$ cat config.mk
export PLATFORM = sky130hd
export DESIGN_NAME = mouse_keys_motion_generator_unit
export DESIGN_NICKNAME = d
export VERILOG_FILES = /design/src/hw/rtl/mkm_pkg.sv /design/src/hw/rtl/mouse_keys_motion_generator_unit.sv
export SDC_FILE = /design/constraint.sdc
export NUM_CORES = 1
export LEC_CHECK = 0
export ABC_AREA = 1
export BUFFER_PORTS_ARGS = -buffer_cell sky130_fd_sc_hd__buf_2
export CORE_ASPECT_RATIO = 0.75
export CORE_MARGIN = 10
export CORE_UTILIZATION = 34
export CTS_CLUSTER_DIAMETER = 80
export DETAILED_ROUTE_END_ITERATION = 12
export PLACE_DENSITY = 0.46
export SYNTH_ARGS = -nofsm -noshare
export SYNTH_HDL_FRONTEND = slang
export SYNTH_SLANG_ARGS = --single-unit
$ cat constraint.sdc
create_clock -name clk_i -period 13 [get_ports clk_i]
set_input_delay 1.3 -clock clk_i [delete_from_list [all_inputs] [get_ports clk_i]]
set_output_delay 1.3 -clock clk_i [all_outputs]
set_load 0.01 [all_outputs]
$ cat src/hw/rtl/mkm_pkg.sv
`default_nettype none

package mkm_pkg;

  // Key code map: directions 0..3, wheels 4..7, accelerators 8..10, buttons 11..15
  localparam logic [3:0] KEY_WHEEL_BASE  = 4'd4;
  localparam logic [3:0] KEY_ACCEL_BASE  = 4'h8;
  localparam logic [3:0] KEY_BUTTON_BASE = 4'd11;

  // Item kinds
  localparam logic KIND_KEY  = 1'b0;
  localparam logic KIND_TICK = 1'b1;

  // Configuration register indexes
  localparam logic [2:0] CFG_BASE_SPEED     = 3'd0;
  localparam logic [2:0] CFG_MAX_SPEED      = 3'd1;
  localparam logic [2:0] CFG_RAMP_TIME      = 3'd2;
  localparam logic [2:0] CFG_MOVE_DELAY     = 3'd3;
  localparam logic [2:0] CFG_MOVE_INTERVAL  = 3'd4;
  localparam logic [2:0] CFG_WHEEL_STEP     = 3'd5;
  localparam logic [2:0] CFG_WHEEL_DELAY    = 3'd6;
  localparam logic [2:0] CFG_WHEEL_INTERVAL = 3'd7;

  // Configuration reset values
  localparam logic [6:0]  RST_BASE_SPEED     = 7'd5;
  localparam logic [6:0]  RST_MAX_SPEED      = 7'd20;
  localparam logic [15:0] RST_RAMP_TIME      = 16'd1000;
  localparam logic [15:0] RST_MOVE_DELAY     = 16'd10;
  localparam logic [15:0] RST_MOVE_INTERVAL  = 16'd16;
  localparam logic [6:0]  RST_WHEEL_STEP     = 7'd1;
  localparam logic [15:0] RST_WHEEL_DELAY    = 16'd10;
  localparam logic [15:0] RST_WHEEL_INTERVAL = 16'd80;

  // Diagonal scale 181/256
  localparam logic [7:0] DIAG_SCALE = 8'd181;

  // Direction mask bits (dirs and wheels share the order)
  localparam int unsigned DIR_UP    = 0;
  localparam int unsigned DIR_DOWN  = 1;
  localparam int unsigned DIR_LEFT  = 2;
  localparam int unsigned DIR_RIGHT = 3;

endpackage

`default_nettype wire

$ cat src/hw/rtl/mouse_keys_motion_generator_unit.sv
`default_nettype none

// Channel | Signals                                   | Direction
// --------+-------------------------------------------+----------
// in      | in_valid_i/in_ready_o, kind, key,         | into block
//         | pressed, time_ms                          |
// out     | out_valid_o/out_ready_i, button_mask,     | out of block
//         | x/y/wheel/pan_move, last                  |
// cfg     | cfg_we_i, cfg_idx_i, cfg_data_i           | into block
//
// An item is taken in the idle state; its results then leave one by one from the emit state.
// A motion result first passes the prep state, which picks the speed; on the speed ramp it runs
// a bit-serial shift-add multiply of span by elapsed time, then a restoring divide
// by the ramp time, one quotient bit per cycle.
// Reset clears all held keys, timers and the output register at once.
// A stalled output holds the block in its emit state; new items wait.

module mouse_keys_motion_generator_unit #(
  parameter logic [6:0] SPEED_SLOW = 7'd1,
  parameter logic [6:0] SPEED_MED  = 7'd4,
  parameter logic [6:0] SPEED_FAST = 7'd12
) (
  input  wire                clk_i,
  input  wire                rst_ni,
  // input items
  input  wire                in_valid_i,
  output logic               in_ready_o,
  input  wire                kind_i,
  input  wire  [3:0]         key_i,
  input  wire                pressed_i,
  input  wire  [31:0]        time_ms_i,
  // result items
  output logic               out_valid_o,
  input  wire                out_ready_i,
  output logic [4:0]         button_mask_o,
  output logic signed [7:0]  x_move_o,
  output logic signed [7:0]  y_move_o,
  output logic signed [7:0]  wheel_move_o,
  output logic signed [7:0]  pan_move_o,
  output logic               last_o,
  // configuration
  input  wire                cfg_we_i,
  input  wire  [2:0]         cfg_idx_i,
  input  wire  [15:0]        cfg_data_i
);
  import mkm_pkg::*;

  typedef enum logic [2:0] {
    S_IDLE,
    S_PREP,
    S_MUL,
    S_DIV,
    S_EMIT
  } state_e;

  // Configuration registers
  logic [6:0]  base_speed_q, max_speed_q, wheel_step_q;
  logic [15:0] ramp_time_q, move_delay_q, move_interval_q, wheel_delay_q, wheel_interval_q;

  always_ff @(posedge clk_i or negedge rst_ni) begin
    if (!rst_ni) begin
      base_speed_q     <= RST_BASE_SPEED;
      max_speed_q      <= RST_MAX_SPEED;
      ramp_time_q      <= RST_RAMP_TIME;
      move_delay_q     <= RST_MOVE_DELAY;
      move_interval_q  <= RST_MOVE_INTERVAL;
      wheel_step_q     <= RST_WHEEL_STEP;
      wheel_delay_q    <= RST_WHEEL_DELAY;
      wheel_interval_q <= RST_WHEEL_INTERVAL;
    end else if (cfg_we_i) begin
      unique case (cfg_idx_i)
        CFG_BASE_SPEED:     base_speed_q     <= cfg_data_i[6:0];
        CFG_MAX_SPEED:      max_speed_q      <= cfg_data_i[6:0];
        CFG_RAMP_TIME:      ramp_time_q      <= cfg_data_i;
        CFG_MOVE_DELAY:     move_delay_q     <= cfg_data_i;
        CFG_MOVE_INTERVAL:  move_interval_q  <= cfg_data_i;
        CFG_WHEEL_STEP:     wheel_step_q     <= cfg_data_i[6:0];
        CFG_WHEEL_DELAY:    wheel_delay_q    <= cfg_data_i;
        CFG_WHEEL_INTERVAL: wheel_interval_q <= cfg_data_i;
        default: ;
      endcase
    end
  end

  // State
  state_e      state_q;
  logic [3:0]  dirs_q, wheels_q;
  logic [2:0]  accel_q;
  logic [4:0]  buttons_q;
  logic        btn_chg_q;
  logic [31:0] next_move_q, next_wheel_q, start_q, now_q;
  logic        pend_btn_q, pend_mot_q, pend_whl_q;
  logic [6:0]  speed_q;
  // serial multiply / divide datapath
  logic [15:0] mcand_q;
  logic [6:0]  mplier_q;
  logic [22:0] acc_q;
  logic [21:0] divisor_q;
  logic [6:0]  quot_q;
  logic [2:0]  cnt_q;
  // output register
  logic              out_valid_q, last_q;
  logic [4:0]        bmask_q;
  logic signed [7:0] x_q, y_q, w_q, p_q;

  // Key event mask update
  logic [3:0] dirs_d, wheels_d;
  logic [2:0] accel_d;
  logic [4:0] buttons_d;
  logic [3:0] key_bit4;
  logic [2:0] btn_idx;
  logic [4:0] key_bit5;
  logic       is_button;

  always_comb begin
    key_bit4  = 4'b0001 << key_i[1:0];
    btn_idx   = 3'(key_i - KEY_BUTTON_BASE);
    key_bit5  = 5'b00001 << btn_idx;
    is_button = key_i >= KEY_BUTTON_BASE;
    dirs_d    = dirs_q;
    wheels_d  = wheels_q;
    accel_d   = accel_q;
    buttons_d = buttons_q;
    if (key_i < KEY_WHEEL_BASE) begin
      dirs_d = pressed_i ? (dirs_q | key_bit4) : (dirs_q & ~key_bit4);
    end else if (key_i < KEY_ACCEL_BASE) begin
      wheels_d = pressed_i ? (wheels_q | key_bit4) : (wheels_q & ~key_bit4);
    end else if (!is_button) begin
      accel_d = pressed_i ? (accel_q | key_bit4[2:0]) : (accel_q & ~key_bit4[2:0]);
    end else begin
      buttons_d = pressed_i ? (buttons_q | key_bit5) : (buttons_q & ~key_bit5);
    end
  end

  // Which results this item fires
  logic [31:0] move_diff, wheel_diff;
  logic        mot_fire, whl_fire;

  always_comb begin
    move_diff  = time_ms_i - next_move_q;
    wheel_diff = time_ms_i - next_wheel_q;
    if (kind_i == KIND_KEY) begin
      mot_fire = (dirs_q == 4'd0) && (dirs_d != 4'd0);
      whl_fire = (wheels_q == 4'd0) && (wheels_d != 4'd0);
    end else begin
      mot_fire = (dirs_q != 4'd0) && !move_diff[31];
      whl_fire = (wheels_q != 4'd0) && !wheel_diff[31];
    end
  end

  // Ramp terms
  logic [31:0] elapsed;
  logic [6:0]  span;
  logic        ramp_done;

  always_comb begin
    elapsed   = now_q - start_q;
    span      = (max_speed_q > base_speed_q) ? (max_speed_q - base_speed_q) : 7'd0;
    ramp_done = elapsed >= {16'd0, ramp_time_q};
  end

  // Multiply and divide steps
  logic [22:0] mul_next;
  logic        div_take;
  logic [6:0]  quot_d;

  always_comb begin
    mul_next = {acc_q[21:0], 1'b0} + (mplier_q[6] ? {7'd0, mcand_q} : 23'd0);
    div_take = acc_q >= {1'b0, divisor_q};
    quot_d   = {quot_q[5:0], div_take};
  end

  // Motion vector from speed
  logic [14:0]       diag_prod;
  logic [6:0]        diag_mag, mag;
  logic              x_on, y_on, diag;
  logic signed [7:0] mot_x, mot_y, whl_w, whl_p, step_s;

  always_comb begin
    x_on      = dirs_q[DIR_RIGHT] ^ dirs_q[DIR_LEFT];
    y_on      = dirs_q[DIR_DOWN] ^ dirs_q[DIR_UP];
    diag      = x_on && y_on && (speed_q != 7'd0);
    diag_prod = speed_q * DIAG_SCALE;
    diag_mag  = (diag_prod[14:8] == 7'd0) ? 7'd1 : diag_prod[14:8];
    mag       = diag ? diag_mag : speed_q;
    mot_x = 8'sd0;
    mot_y = 8'sd0;
    if (x_on) begin
      mot_x = dirs_q[DIR_RIGHT] ? $signed({1'b0, mag}) : -$signed({1'b0, mag});
    end
    if (y_on) begin
      mot_y = dirs_q[DIR_DOWN] ? $signed({1'b0, mag}) : -$signed({1'b0, mag});
    end
    step_s = $signed({1'b0, wheel_step_q});
    whl_w  = 8'sd0;
    whl_p  = 8'sd0;
    if (wheels_q[DIR_UP] ^ wheels_q[DIR_DOWN]) begin
      whl_w = wheels_q[DIR_UP] ? step_s : -step_s;
    end
    if (wheels_q[DIR_RIGHT] ^ wheels_q[DIR_LEFT]) begin
      whl_p = wheels_q[DIR_RIGHT] ? step_s : -step_s;
    end
  end

  logic out_free;
  logic pend_any;
  logic emit_go;
  assign out_free = !out_valid_q || out_ready_i;
  assign pend_any = pend_btn_q || pend_mot_q || pend_whl_q;
  // a result is loaded into the output register this cycle
  assign emit_go  = (state_q == S_EMIT) && pend_any && out_free;

  // Sequencer
  always_ff @(posedge clk_i or negedge rst_ni) begin
    if (!rst_ni) begin
      state_q      <= S_IDLE;
      dirs_q       <= '0;
      wheels_q     <= '0;
      accel_q      <= '0;
      buttons_q    <= '0;
      btn_chg_q    <= 1'b0;
      next_move_q  <= '0;
      next_wheel_q <= '0;
      start_q      <= '0;
      now_q        <= '0;
      pend_btn_q   <= 1'b0;
      pend_mot_q   <= 1'b0;
      pend_whl_q   <= 1'b0;
      speed_q      <= '0;
      mcand_q      <= '0;
      mplier_q     <= '0;
      acc_q        <= '0;
      divisor_q    <= '0;
      quot_q       <= '0;
      cnt_q        <= '0;
      out_valid_q  <= 1'b0;
      last_q       <= 1'b0;
      bmask_q      <= '0;
      x_q          <= 8'sd0;
      y_q          <= 8'sd0;
      w_q          <= 8'sd0;
      p_q          <= 8'sd0;
    end else begin
      if (emit_go) begin
        out_valid_q <= 1'b1;
      end else if (out_valid_q && out_ready_i) begin
        out_valid_q <= 1'b0;
      end
      unique case (state_q)
        S_IDLE: begin
          if (in_valid_i) begin
            now_q      <= time_ms_i;
            pend_mot_q <= mot_fire;
            pend_whl_q <= whl_fire;
            if (kind_i == KIND_KEY) begin
              dirs_q     <= dirs_d;
              wheels_q   <= wheels_d;
              accel_q    <= accel_d;
              buttons_q  <= buttons_d;
              pend_btn_q <= 1'b0;
              if (is_button) begin
                btn_chg_q <= 1'b1;
              end
              if (mot_fire) begin
                start_q     <= time_ms_i;
                next_move_q <= time_ms_i + {16'd0, move_delay_q};
              end
              if (whl_fire) begin
                next_wheel_q <= time_ms_i + {16'd0, wheel_delay_q};
              end
            end else begin
              pend_btn_q <= btn_chg_q;
              btn_chg_q  <= 1'b0;
              if (mot_fire) begin
                next_move_q <= time_ms_i + {16'd0, move_interval_q};
              end
              if (whl_fire) begin
                next_wheel_q <= time_ms_i + {16'd0, wheel_interval_q};
              end
            end
            state_q <= mot_fire ? S_PREP : S_EMIT;
          end
        end
        // Pinned speed, ramp end, or start the serial multiply
        S_PREP: begin
          if (accel_q[0]) begin
            speed_q <= SPEED_SLOW;
            state_q <= S_EMIT;
          end else if (accel_q[1]) begin
            speed_q <= SPEED_MED;
            state_q <= S_EMIT;
          end else if (accel_q[2]) begin
            speed_q <= SPEED_FAST;
            state_q <= S_EMIT;
          end else if (ramp_done) begin
            speed_q <= max_speed_q;
            state_q <= S_EMIT;
          end else begin
            mcand_q  <= elapsed[15:0];
            mplier_q <= span;
            acc_q    <= '0;
            quot_q   <= '0;
            cnt_q    <= 3'd6;
            state_q  <= S_MUL;
          end
        end
        // span * elapsed, one multiplier bit per cycle, MSB first
        S_MUL: begin
          acc_q    <= mul_next;
          mplier_q <= {mplier_q[5:0], 1'b0};
          if (cnt_q == 3'd0) begin
            divisor_q <= {ramp_time_q, 6'd0};
            cnt_q     <= 3'd6;
            state_q   <= S_DIV;
          end else begin
            cnt_q <= cnt_q - 3'd1;
          end
        end
        // product / ramp_time, one quotient bit per cycle
        S_DIV: begin
          if (div_take) begin
            acc_q <= acc_q - {1'b0, divisor_q};
          end
          divisor_q <= {1'b0, divisor_q[21:1]};
          quot_q    <= quot_d;
          if (cnt_q == 3'd0) begin
            speed_q <= base_speed_q + quot_d;
            state_q <= S_EMIT;
          end else begin
            cnt_q <= cnt_q - 3'd1;
          end
        end
        // Hand out pending results in order: button, motion, wheel
        S_EMIT: begin
          if (!pend_any) begin
            state_q <= S_IDLE;
          end else if (out_free) begin
            bmask_q <= buttons_q;
            if (pend_btn_q) begin
              pend_btn_q <= 1'b0;
              x_q    <= 8'sd0;
              y_q    <= 8'sd0;
              w_q    <= 8'sd0;
              p_q    <= 8'sd0;
              last_q <= !(pend_mot_q || pend_whl_q);
              if (!(pend_mot_q || pend_whl_q)) begin
                state_q <= S_IDLE;
              end
            end else if (pend_mot_q) begin
              pend_mot_q <= 1'b0;
              x_q    <= mot_x;
              y_q    <= mot_y;
              w_q    <= 8'sd0;
              p_q    <= 8'sd0;
              last_q <= !pend_whl_q;
              if (!pend_whl_q) begin
                state_q <= S_IDLE;
              end
            end else begin
              pend_whl_q <= 1'b0;
              x_q     <= 8'sd0;
              y_q     <= 8'sd0;
              w_q     <= whl_w;
              p_q     <= whl_p;
              last_q  <= 1'b1;
              state_q <= S_IDLE;
            end
          end
        end
        default: state_q <= S_IDLE;
      endcase
    end
  end

  assign in_ready_o    = (state_q == S_IDLE);
  assign out_valid_o   = out_valid_q;
  assign button_mask_o = bmask_q;
  assign x_move_o      = x_q;
  assign y_move_o      = y_q;
  assign wheel_move_o  = w_q;
  assign pan_move_o    = p_q;
  assign last_o        = last_q;

endmodule

`default_nettype wire

==> results of run 1 <==
final timing paths:
check                                        startpoint                            to  slack (ns)  cells after the start
max in group asynchronous                        rst_ni  next_wheel_q[12]$_DFFE_PN0P_        9.45                      4
max reg2reg                       now_q[10]$_DFFE_PN0P_          acc_q[6]$_DFFE_PN0P_        7.90                     24
max                               now_q[10]$_DFFE_PN0P_          acc_q[6]$_DFFE_PN0P_        7.90                     24
min in group asynchronous                        rst_ni          cnt_q[2]$_DFFE_PN0P_        0.67                      1
min                        next_wheel_q[17]$_DFFE_PN0P_  next_wheel_q[17]$_DFFE_PN0P_        0.47                      2
min reg2reg                next_wheel_q[17]$_DFFE_PN0P_  next_wheel_q[17]$_DFFE_PN0P_        0.47                      2
cells by family after synthesis:
family,count (synthesis),synth area share [%]
AO/OA/AOI/OAI,659,13.6
XOR/XNOR,105,3.56
adder cells (fa/ha/maj),248,12.4
buffers and inverters,601,8.89
flip-flops,375,36.4
AND/OR/NAND/NOR,1579,25.1
where the power goes:
part	internal, uW	switching, uW
combinational	1320	2590
sequential	1550	251
clock	810	554
critical path, cell delays in order, from the launching register on:
cell	delay [ns]
dfrtp_1	0.38
ha_1	0.38
nand2_1	0.12
inv_1	0.08
nand2_1	0.11
nor3_1	0.30
nand2_1	0.09
nand2_1	0.15
xor2_1	0.30
ha_1	0.31
a21oi_1	0.15
inv_1	0.05
a21oi_1	0.15
nor2_1	0.06
nor3_1	0.26
nand4_1	0.15
nor2_1	0.10
nand3_1	0.08
nor2_2	0.14
nand4_1	0.11
nand2_2	0.07
buf_4	0.43
nand3_2	0.68
nand2_1	0.21
nand2_1	0.07
flip-flops by register name, summed over array words and instances, names as in the netlist, 8 cells and up, named ones only:
register	count
next_wheel_q	32
start_q	32
ramp_time_q	16
wheel_interval_q	16
acc_q	23
divisor_q	22
pan_move_o	8
move_delay_q	16
next_move_q	32
wheel_delay_q	16
mcand_q	16
move_interval_q	16
wheel_move_o	8
now_q	32
x_move_o	8
y_move_o	8
per-stage QoR:
stage,util (%),worst slack (ns),total power (uW),cell area (sq um),hold WS [ns]
finish,38.6,7.90,7070,29000,0.470
global route,38.6,7.43,7810,29000,0.482
global placement,36.4,7.71,5750,27400,0.455
CTS,38.6,7.92,7140,29000,0.473
detailed placement,36.4,7.60,5710,27400,0.457
floorplan,-,8.74,4550,25800,0.437
placed cells by master (no fill, tap or decap), types with 11 or more instances in the layout:
master | Yosys | layout
dfstp_2 | 18 | 18
clkbuf_16 | 0 | 45
o21ai_1 | 39 | 39
a21oi_1 | 200 | 200
o22ai_1 | 11 | 11
xnor2_1 | 28 | 28
ha_1 | 233 | 233
buf_4 | 0 | 22
inv_1 | 496 | 496
o21bai_1 | 13 | 13
buf_2 | 16 | 100
nand3_1 | 171 | 171
clkbuf_8 | 0 | 12
fa_1 | 15 | 15
dfrtp_1 | 357 | 357
o21ai_0 | 329 | 329
nand4_1 | 61 | 61
o211ai_1 | 19 | 19
nand2_1 | 1072 | 1071
xor2_1 | 77 | 77
or2_2 | 13 | 13
nor3_1 | 37 | 36
nor2_1 | 187 | 185
final cells by class:
cell class,instances,area (sq um),area share [%]
Antenna cell,1,2.50,0.00863
Clock buffer,65,1320,4.56
Clock inverter,19,262,0.902
Inverter,504,1890,6.52
Multi-Input combinational cell,2591,14200,48.8
Sequential cell,375,9410,32.4
Tap cell,1023,1280,4.41
Timing Repair Buffer,123,681,2.35
metal layers:
layer / part of all wire, % / GRT usage, % / vias to the layer above
met3: 5.3 / 2.94 / 96
met2: 40 / 26.9 / 474
met4: 1.8 / 4.03 / 0
met1: 53 / 29.1 / 10600
met5: 0 / 0 / -
li1: - / - / 11700
==> results_dict.tcl, run 1 <==
set metrics [dict create \
    ys_async_sr_fraction_pct 100 \
    cts_max_level 2 \
    syn_area_sq_um 25800 \
    cp_max_fo 40 \
    ant_nets 0 \
    cap_viol_max_count 0 \
    clock_latency_ns 0.61 \
    postCtsHoldBufs 0 \
    grt_start_max_net_pins 84 \
    dieArea_sq_um 87600 \
    drc_errors 0 \
    post_cts_buffers 0 \
    hp-class "reg2reg" \
    final_nets 3950 \
    cp-end-kind "flip-flop" \
    crit_type "reg2reg" \
    drt_iter0_markers 1746 \
    power.leakage_uw 0.0154 \
    status "completed" \
    synth_ff_type "dfrtp_1" \
    hpwlAfterDp_um 63600 \
    root_buffer "clkbuf_16" \
    post_synth_inst_count 3567 \
    grt_usage_pct 18.8 \
    synth_area_leaders "dfrtp_1, nand2_1, ha_1" \
    gr-total-overflow 0 \
    max_freq_ghz 0.196 \
    ys_types 51 \
    synth_area_per_cell_sq_um 7.25 \
    synth-seq-area-share_pct 36.4 \
    postRouteWirelength_um 83800 \
    start_util_pct 34.4 \
    io_buffers 101 \
    core_sq_um 75200 \
    layout.cells.non_filler 4701 \
    clock_path_buffers 3 \
    cts-buffers-inserted 45 \
    first_pass_iters 5 \
    grt_pass1_vias 22200 \
    ys_ff_latch 375 \
    clkSinkCount 375 \
    yosys_warnings 0 \
    ctsResizeCount 0 \
    rows 87 \
    cts_tree "yes" \
    nFillCells 8037 \
    dieWidth_um 338 \
    synth_nets 3877 \
    rsz0062_at_grt "false" \
    wl_per_cell_um 17.8 \
    die_y_um 259 \
    via_per_inst 4.88 \
    period_share_pct 39.2 \
    synth_top_area_cell "dfrtp_1" \
    start_kind "flip-flop" \
    grt_first_pass_wirelength_um 132000 \
    relSlewSlack_pct 26.0 \
    yosysMostFrequentCell "nand2_1" \
    critPathRequiredTime_ns 13.48 \
    synth_edf_count 0 \
    finalCriticalPeriod_ns 5.10 \
    fin_tns_setup_ns 0 \
    tightest_slew_ns 1.11 \
    place_inst 4616 \
    synth_common_cells "nand2_1, inv_1, dfrtp_1, o21ai_0, ha_1" \
    num_vias 22900 \
    synth_top_cell_area_share_pct 34.6 \
    area_growth_pct 12.2 \
    clkTransAtPathRegs_ns 0.06 \
    antenna_found_initial 2 \
    finalSetupViolCount 0 \
    drive_gt1_share_pct 6.96 \
    io_pins 102 \
    final-max-slew-violation-count 0 \
    p_per_area_nw_per_um2 244 \
    hold_viol_final 0 \
    place.gp.congestion 0.856 \
    finalClockSkew_ns 0.0321 \
    peakVddDrop_mv 0.119 \
    cp.arrival_ns 5.57 \
]
No activity file was read; power rests on OpenSTA's default activity.
==> run 2, diff against run 1 <==
--- a/config.mk
+++ b/config.mk
@@ -12,7 +12,7 @@
 export CORE_UTILIZATION = 34
 export CTS_CLUSTER_DIAMETER = 80
 export DETAILED_ROUTE_END_ITERATION = 12
-export PLACE_DENSITY = 0.46
+export PLACE_DENSITY = 0.48
 export SYNTH_ARGS = -nofsm -noshare
 export SYNTH_HDL_FRONTEND = slang
 export SYNTH_SLANG_ARGS = --single-unit
==> constraint.sdc (replaced) <==
create_clock -name clk_i -period 4.3 [get_ports clk_i]
set_input_delay 0.43 -clock clk_i [delete_from_list [all_inputs] [get_ports clk_i]]
set_output_delay 0.43 -clock clk_i [all_outputs]
set_load 0.01 [all_outputs]
==> run 2 against run 1 <==
Effect of this change: total power rose to 3.1 times the previous value; register-to-register slack got worse by 7.7 ns; largest power group unchanged; final cell count up 0.85%; utilization grew 0.74 points; non-clock buffer count up 39.
==> results_dict.tcl, run 2 (same netlist as run 1, synthesis figures left out) <==
set metrics [dict create \
    via_per_inst 4.86 \
    place.gp.congestion 0.884 \
    start_util_pct 34.4 \
    met2_usage_pct 26.3 \
    final-max-slew-violation-count 0 \
    final_nets 3991 \
    critPathRequiredTime_ns 4.77 \
    cts-buffers-inserted 46 \
    clock_path_buffers 3 \
    grt_first_pass_wirelength_um 129000 \
    wl_per_cell_um 17.2 \
    layout.cells.non_filler 4741 \
    core_sq_um 75200 \
    dieArea_sq_um 87600 \
    rows 87 \
    clock_latency_ns 0.60 \
    nFillCells 7967 \
    cp.arrival_ns 4.55 \
    cts_tree "yes" \
    p_per_area_nw_per_um2 742 \
    drt_iter0_markers 1884 \
    crit_type "reg2reg" \
    antenna_found_initial 2 \
    io_buffers 101 \
    power.leakage_uw 0.0156 \
    relSlewSlack_pct 25.6 \
    finalClockSkew_ns 0.0208 \
    power_uw 21900 \
    rr_startpoint "speed_q[4]$_DFFE_PN0P_" \
    ant_nets 0 \
    drive_gt1_share_pct 8.77 \
    cap_viol_max_count 0 \
    final_common_cell "nand2_1" \
    hold_viol_final 0 \
    cp_max_fo 4 \
    peakVddDrop_mv 0.358 \
    fin_tns_setup_ns 0 \
    grt_start_max_net_pins 98 \
    rsz0062_at_grt "true" \
    grt_usage_pct 18.3 \
    cts_max_level 2 \
    first_pass_iters 7 \
    period_share_pct 94.9 \
    status "completed" \
    hp-class "in2reg" \
    final_cell_mix "nand2_1, inv_1, dfrtp_1, o21ai_0, ha_1" \
    grt_pass1_vias 21900 \
    start_kind "flip-flop" \
    finalSetupViolCount 0 \
    postRouteWirelength_um 81300 \
    cp-end-kind "flip-flop" \
    tightest_slew_ns 1.11 \
    fin_util_pct 39.3 \
    dieWidth_um 338 \
    num_vias 23000 \
    place_inst 4648 \
    use_met1_pct 28.7 \
    hold_path_startpoint "cfg_data_i[5]" \
    area_growth_pct 14.4 \
    rrSetupSlack_ns 0.22 \
    clkSinkCount 375 \
    gr-total-overflow 0 \
    die_y_um 259 \
    gr-usage-met3_pct 2.58 \
    drc_errors 0 \
    io_pins 102 \
    max_freq_ghz 0.245 \
    hpwlAfterDp_um 63000 \
    finalCriticalPeriod_ns 4.08 \
    grt_busiest_layer "met1" \
    root_buffer "clkbuf_16" \
    clkTransAtPathRegs_ns 0.06 \
    cp-startpoint "speed_q[4]$_DFFE_PN0P_" \
]
==> run 2: stage by stage <==
stage | area, sq um | hold slack (ns) | setup slack, ns
floorplan | 25800 | 0.134 | 0.204
global placement | 27700 | 0.449 | -0.00492
detailed placement | 27700 | 0.455 | -0.0442
CTS | 29300 | 0.0197 | 0.0397
global route | 29600 | 0.0332 | -0.0233
finish | 29600 | 0.0555 | 0.220
==> run 2: per-layer routing <==
metal / up-vias / wire [um]
met1: 10700 / 43700
li1: 11800 / -
met4: 0 / 1100
met3: 66 / 3900
met2: 441 / 32700
met5: - / 0
==> run 2: worst paths after layout <==
kind / to / cells past startpoint
worst min register to register: cnt_q[1]$_DFFE_PN0P_ / 2
worst min-delay path: wheel_interval_q[5]$_DFFE_PN0P_ / 3
min in group asynchronous: wheel_delay_q[8]$_DFFE_PN0P_ / 2
max in group asynchronous: x_move_o[5]$_DFFE_PN0P_ / 3
worst max register to register: y_move_o[3]$_DFFE_PN0P_ / 24
worst max-delay path: y_move_o[3]$_DFFE_PN0P_ / 24
==> run 2: repair_timing <==
action / in CTS / in global routing
endpoints found under the setup margin: 32 / 77
pin swaps: 0 / 7
buffers inserted: 0 / 6
gates resized for setup: 4 / 33
hold buffers: 1 / 0
hold endpoints to repair: 85 / 0
cloned: 0 / 1
==> run 2: final cells by class <==
class | count | area [sq um] | share of cell area (%)
Clock buffer | 60 | 1280 | 4.35
Tap cell | 1023 | 1280 | 4.33
Multi-Input combinational cell | 2592 | 14300 | 48.5
Clock inverter | 24 | 330 | 1.12
Antenna cell | 1 | 2.50 | 0.00847
Timing Repair Buffer | 162 | 1030 | 3.48
Inverter | 504 | 1890 | 6.40
Sequential cell | 375 | 9410 | 31.8
==> run 2: power breakdown <==
part / leakage [uW] / internal [uW] / total (uW) / switching [uW]
registers: 0.00477 / 4680 / 5400 / 720
logic: 0.0100 / 4350 / 12300 / 7960
clock network: 0.000798 / 2540 / 4230 / 1690
==> run 2: critical path, stage by stage, from the launching register on <==
cell and delay (ns):
dfrtp_1 0.39, inv_1 0.08, ha_1 0.32, xor2_1 0.17, ha_1 0.30, fa_1 0.48, ha_1 0.31, ha_2 0.33
nand2_1 0.09, inv_1 0.06, a21oi_1 0.18, o21ai_2 0.10, or2_2 0.29, nand2_1 0.07, nand2_1 0.04, nand2_1 0.09
inv_1 0.07, nand2_1 0.10, inv_1 0.07, nand2_1 0.09, nand2_1 0.05, nand2_1 0.07, nand2_1 0.05, nand3_1 0.08
nand2_1 0.05
==> run 3, diff against run 2 <==
--- a/config.mk
+++ b/config.mk
@@ -13,6 +13,7 @@
 export CTS_CLUSTER_DIAMETER = 80
 export DETAILED_ROUTE_END_ITERATION = 12
 export PLACE_DENSITY = 0.48
+export RECOVER_POWER = 25
 export SYNTH_ARGS = -nofsm -noshare
 export SYNTH_HDL_FRONTEND = slang
 export SYNTH_SLANG_ARGS = --single-unit
==> constraint.sdc (replaced) <==
create_clock -name clk_i -period 4.3 [get_ports clk_i]
set_input_delay 1.29 -clock clk_i [delete_from_list [all_inputs] [get_ports clk_i]]
set_output_delay 1.29 -clock clk_i [all_outputs]
set_load 0.01 [all_outputs]
==> run 3 against run 2 <==
Effect of this change: the run now ends with capacitance limit, slew limit left; critical path depth is 5 higher; non-clock buffer count up 65; hold slack improved by 0.41 ns; final area up 2.1%; final cell count increased by 1.4%; setup slack gained 0.023 ns; sequential power is essentially flat; via count increased by 1.3%; die area unchanged; clock power fell by 3%; combinational power rose by 7%; critical endpoint is now acc_q[14]$_DFFE_PN0P_; largest cell class unchanged.
==> results_dict.tcl, run 3 (same netlist as run 1, synthesis figures left out) <==
set metrics [dict create \
    cp.buffers_inverters 7 \
    postRouteWirelength_um 84100 \
    fin_tns_setup_ns 0 \
    cp_slowest_stage_delay_ns 0.41 \
    min_to "button_mask_o[2]$_DFFE_PN0P_" \
    start_util_pct 34.4 \
    core_sq_um 75200 \
    peakVddDrop_mv 0.365 \
    start_kind "flip-flop" \
    multi_input_area_sq_um 14400 \
    drive_gt1_share_pct 10.7 \
    cts_tree "yes" \
    final_cell_mix "nand2_1, inv_1, dfrtp_1, o21ai_0, ha_1" \
    first_pass_iters 5 \
    rr_startpoint "now_q[10]$_DFFE_PN0P_" \
    period_share_pct 94.4 \
    pwr-share-seq_pct 23.9 \
    hold_path_startpoint "button_mask_o[2]$_DFFE_PN0P_" \
    die_y_um 259 \
    place.gp.congestion 0.891 \
    finalCriticalPeriod_ns 4.06 \
    clock_latency_ns 0.60 \
    cts_max_level 2 \
    gr-total-overflow 0 \
    ant_nets 0 \
    tightest_slew_ns 2.17 \
    placed_area_sq_um 28300 \
    cp.arrival_ns 4.54 \
    p_int_uw 12000 \
    pwr-share-clk_pct 18.0 \
    crit_type "reg2reg" \
    seqCellArea_sq_um 9410 \
    violations "capacitance limit, slew limit" \
    crit_top_cell "nand2_1" \
    final_common_cell "nand2_1" \
    status "finished with violations" \
    grt_pass1_vias 22300 \
    power.leakage_uw 0.0160 \
    worstRegToRegCells 29 \
    cp_max_fo 6 \
    grt_usage_pct 18.8 \
    p_sw_share_pct 47.1 \
    relSlewSlack_pct -44.7 \
    r2r_end "acc_q[14]$_DFFE_PN0P_" \
    grt_first_pass_wirelength_um 132000 \
    final-max-slew-violation-count 82 \
    clkTransAtPathRegs_ns 0.06 \
    num_vias 23300 \
    dieArea_sq_um 87600 \
    postCtsHoldBufs 0 \
    clock_path_buffers 3 \
    nFillCells 7931 \
    hold-path-cell-count 2 \
    wl_per_cell_um 17.5 \
    grt_start_max_net_pins 83 \
    dieWidth_um 338 \
    p_switching_uw 10700 \
    io_buffers 101 \
    finalClockSkew_ns 0.0253 \
    hpwlAfterDp_um 64800 \
    finalSetupViolCount 0 \
    antenna_found_initial 3 \
    hp-class "reg2reg" \
    cp_slowest_cell "dfrtp_1" \
    path_delay_family "simple AND/OR/NAND/NOR gates" \
    cts-buffers-inserted 46 \
    rows 87 \
    fin_util_pct 40.1 \
    critPathRequiredTime_ns 4.78 \
    via_per_inst 4.85 \
    cp-end-kind "flip-flop" \
    clkSinkCount 375 \
    fin_hold_ws_ns 0.465 \
    cap_viol_max_count 1 \
    root_buffer "clkbuf_16" \
    final_nets 4055 \
    area_growth_pct 16.8 \
    io_pins 102 \
    drc_errors 0 \
    rrSetupSlack_ns 0.24 \
    hold_viol_final 0 \
    p_per_area_nw_per_um2 754 \
    combPwrFrac_pct 58.1 \
    drt_iter0_markers 1859 \
    max_freq_ghz 0.246 \
    cp-startpoint "now_q[10]$_DFFE_PN0P_" \
    fin_area_sq_um 30200 \
]
-- run 3: changes by cell type in the layout (fill, tap and decap cells not counted), sizes merged, moves of 3 or more --
cell	change
inv	-3
buf	+60
bufinv	-3
clkbuf	+13
-- run 3: worst reg2reg max path: cells and delay by family (launching register included) --
kind	cells	cell delay, ns
DFF	1	0.41
adders and majority gates	2	0.48
and+or+nand+nor	17	1.79
xor gates and xnor gates	1	0.20
buffers and inverters	7	0.85
AOI/OAI and AO/OA	2	0.22
-- run 3: through the flow --
| stage | worst slack, ns | total power (uW) | std cells |
|---|---|---|---|
| global route | -0.0532 | 25000 | 4805 |
| CTS | 0.0315 | 22200 | 4799 |
| finish | 0.243 | 22700 | 4808 |
| global placement | 0.0109 | 18000 | 4714 |
| floorplan | 0.0543 | 13800 | 3567 |
| detailed placement | -0.0333 | 17900 | 4714 |
-- run 3: cell type report --
| cell class | count | share of cell area (%) |
|---|---|---|
| diodes | 3 | 0.0249 |
| clock buffers | 67 | 4.47 |
| clock inverters | 18 | 0.804 |
| inverters | 504 | 6.27 |
| multi-input cells | 2591 | 47.8 |
| flip-flops and latches | 375 | 31.2 |
| well taps | 1023 | 4.24 |
| repair buffers | 227 | 5.22 |
-- run 3: power groups by stage --
stage	Clock [uW]	Sequential (uW)	Combinational (uW)
2_1_floorplan	0	5290	8460
3_3_place_gp	0	5470	12500
3_5_place_dp	0	5470	12500
4_1_cts	4200	5430	12600
5_1_grt	4340	5580	15100
6_report	4100	5430	13200
-- run 3: worst max path at each step --
stage                                         to  slack (ns)  cells after the start
floorplan           next_wheel_q[30]$_DFFE_PN0P_        0.05                     17
global placement         y_move_o[6]$_DFFE_PN0P_        0.01                     20
detailed placement       x_move_o[7]$_DFFE_PN0P_       -0.03                     19
CTS                        acc_q[10]$_DFFE_PN0P_        0.03                     27
global route               acc_q[17]$_DFFE_PN0P_       -0.05                     29
finish                     acc_q[14]$_DFFE_PN0P_        0.24                     29
-- run 3: routing by layer --
metal / global-route usage, % / share of wire [%]
met3: 2.36 / 4.9
met5: 0 / 0.0095
met4: 3.62 / 1.6
met1: 29.8 / 54
met2: 26.6 / 39
-- run 3: what timing repair did --
action / in CTS / in global routing
resized for setup: 1 / 54
endpoints found under the setup margin: 14 / 78
gates cloned: 0 / 3
setup buffers: 0 / 3
pin swaps: 0 / 13
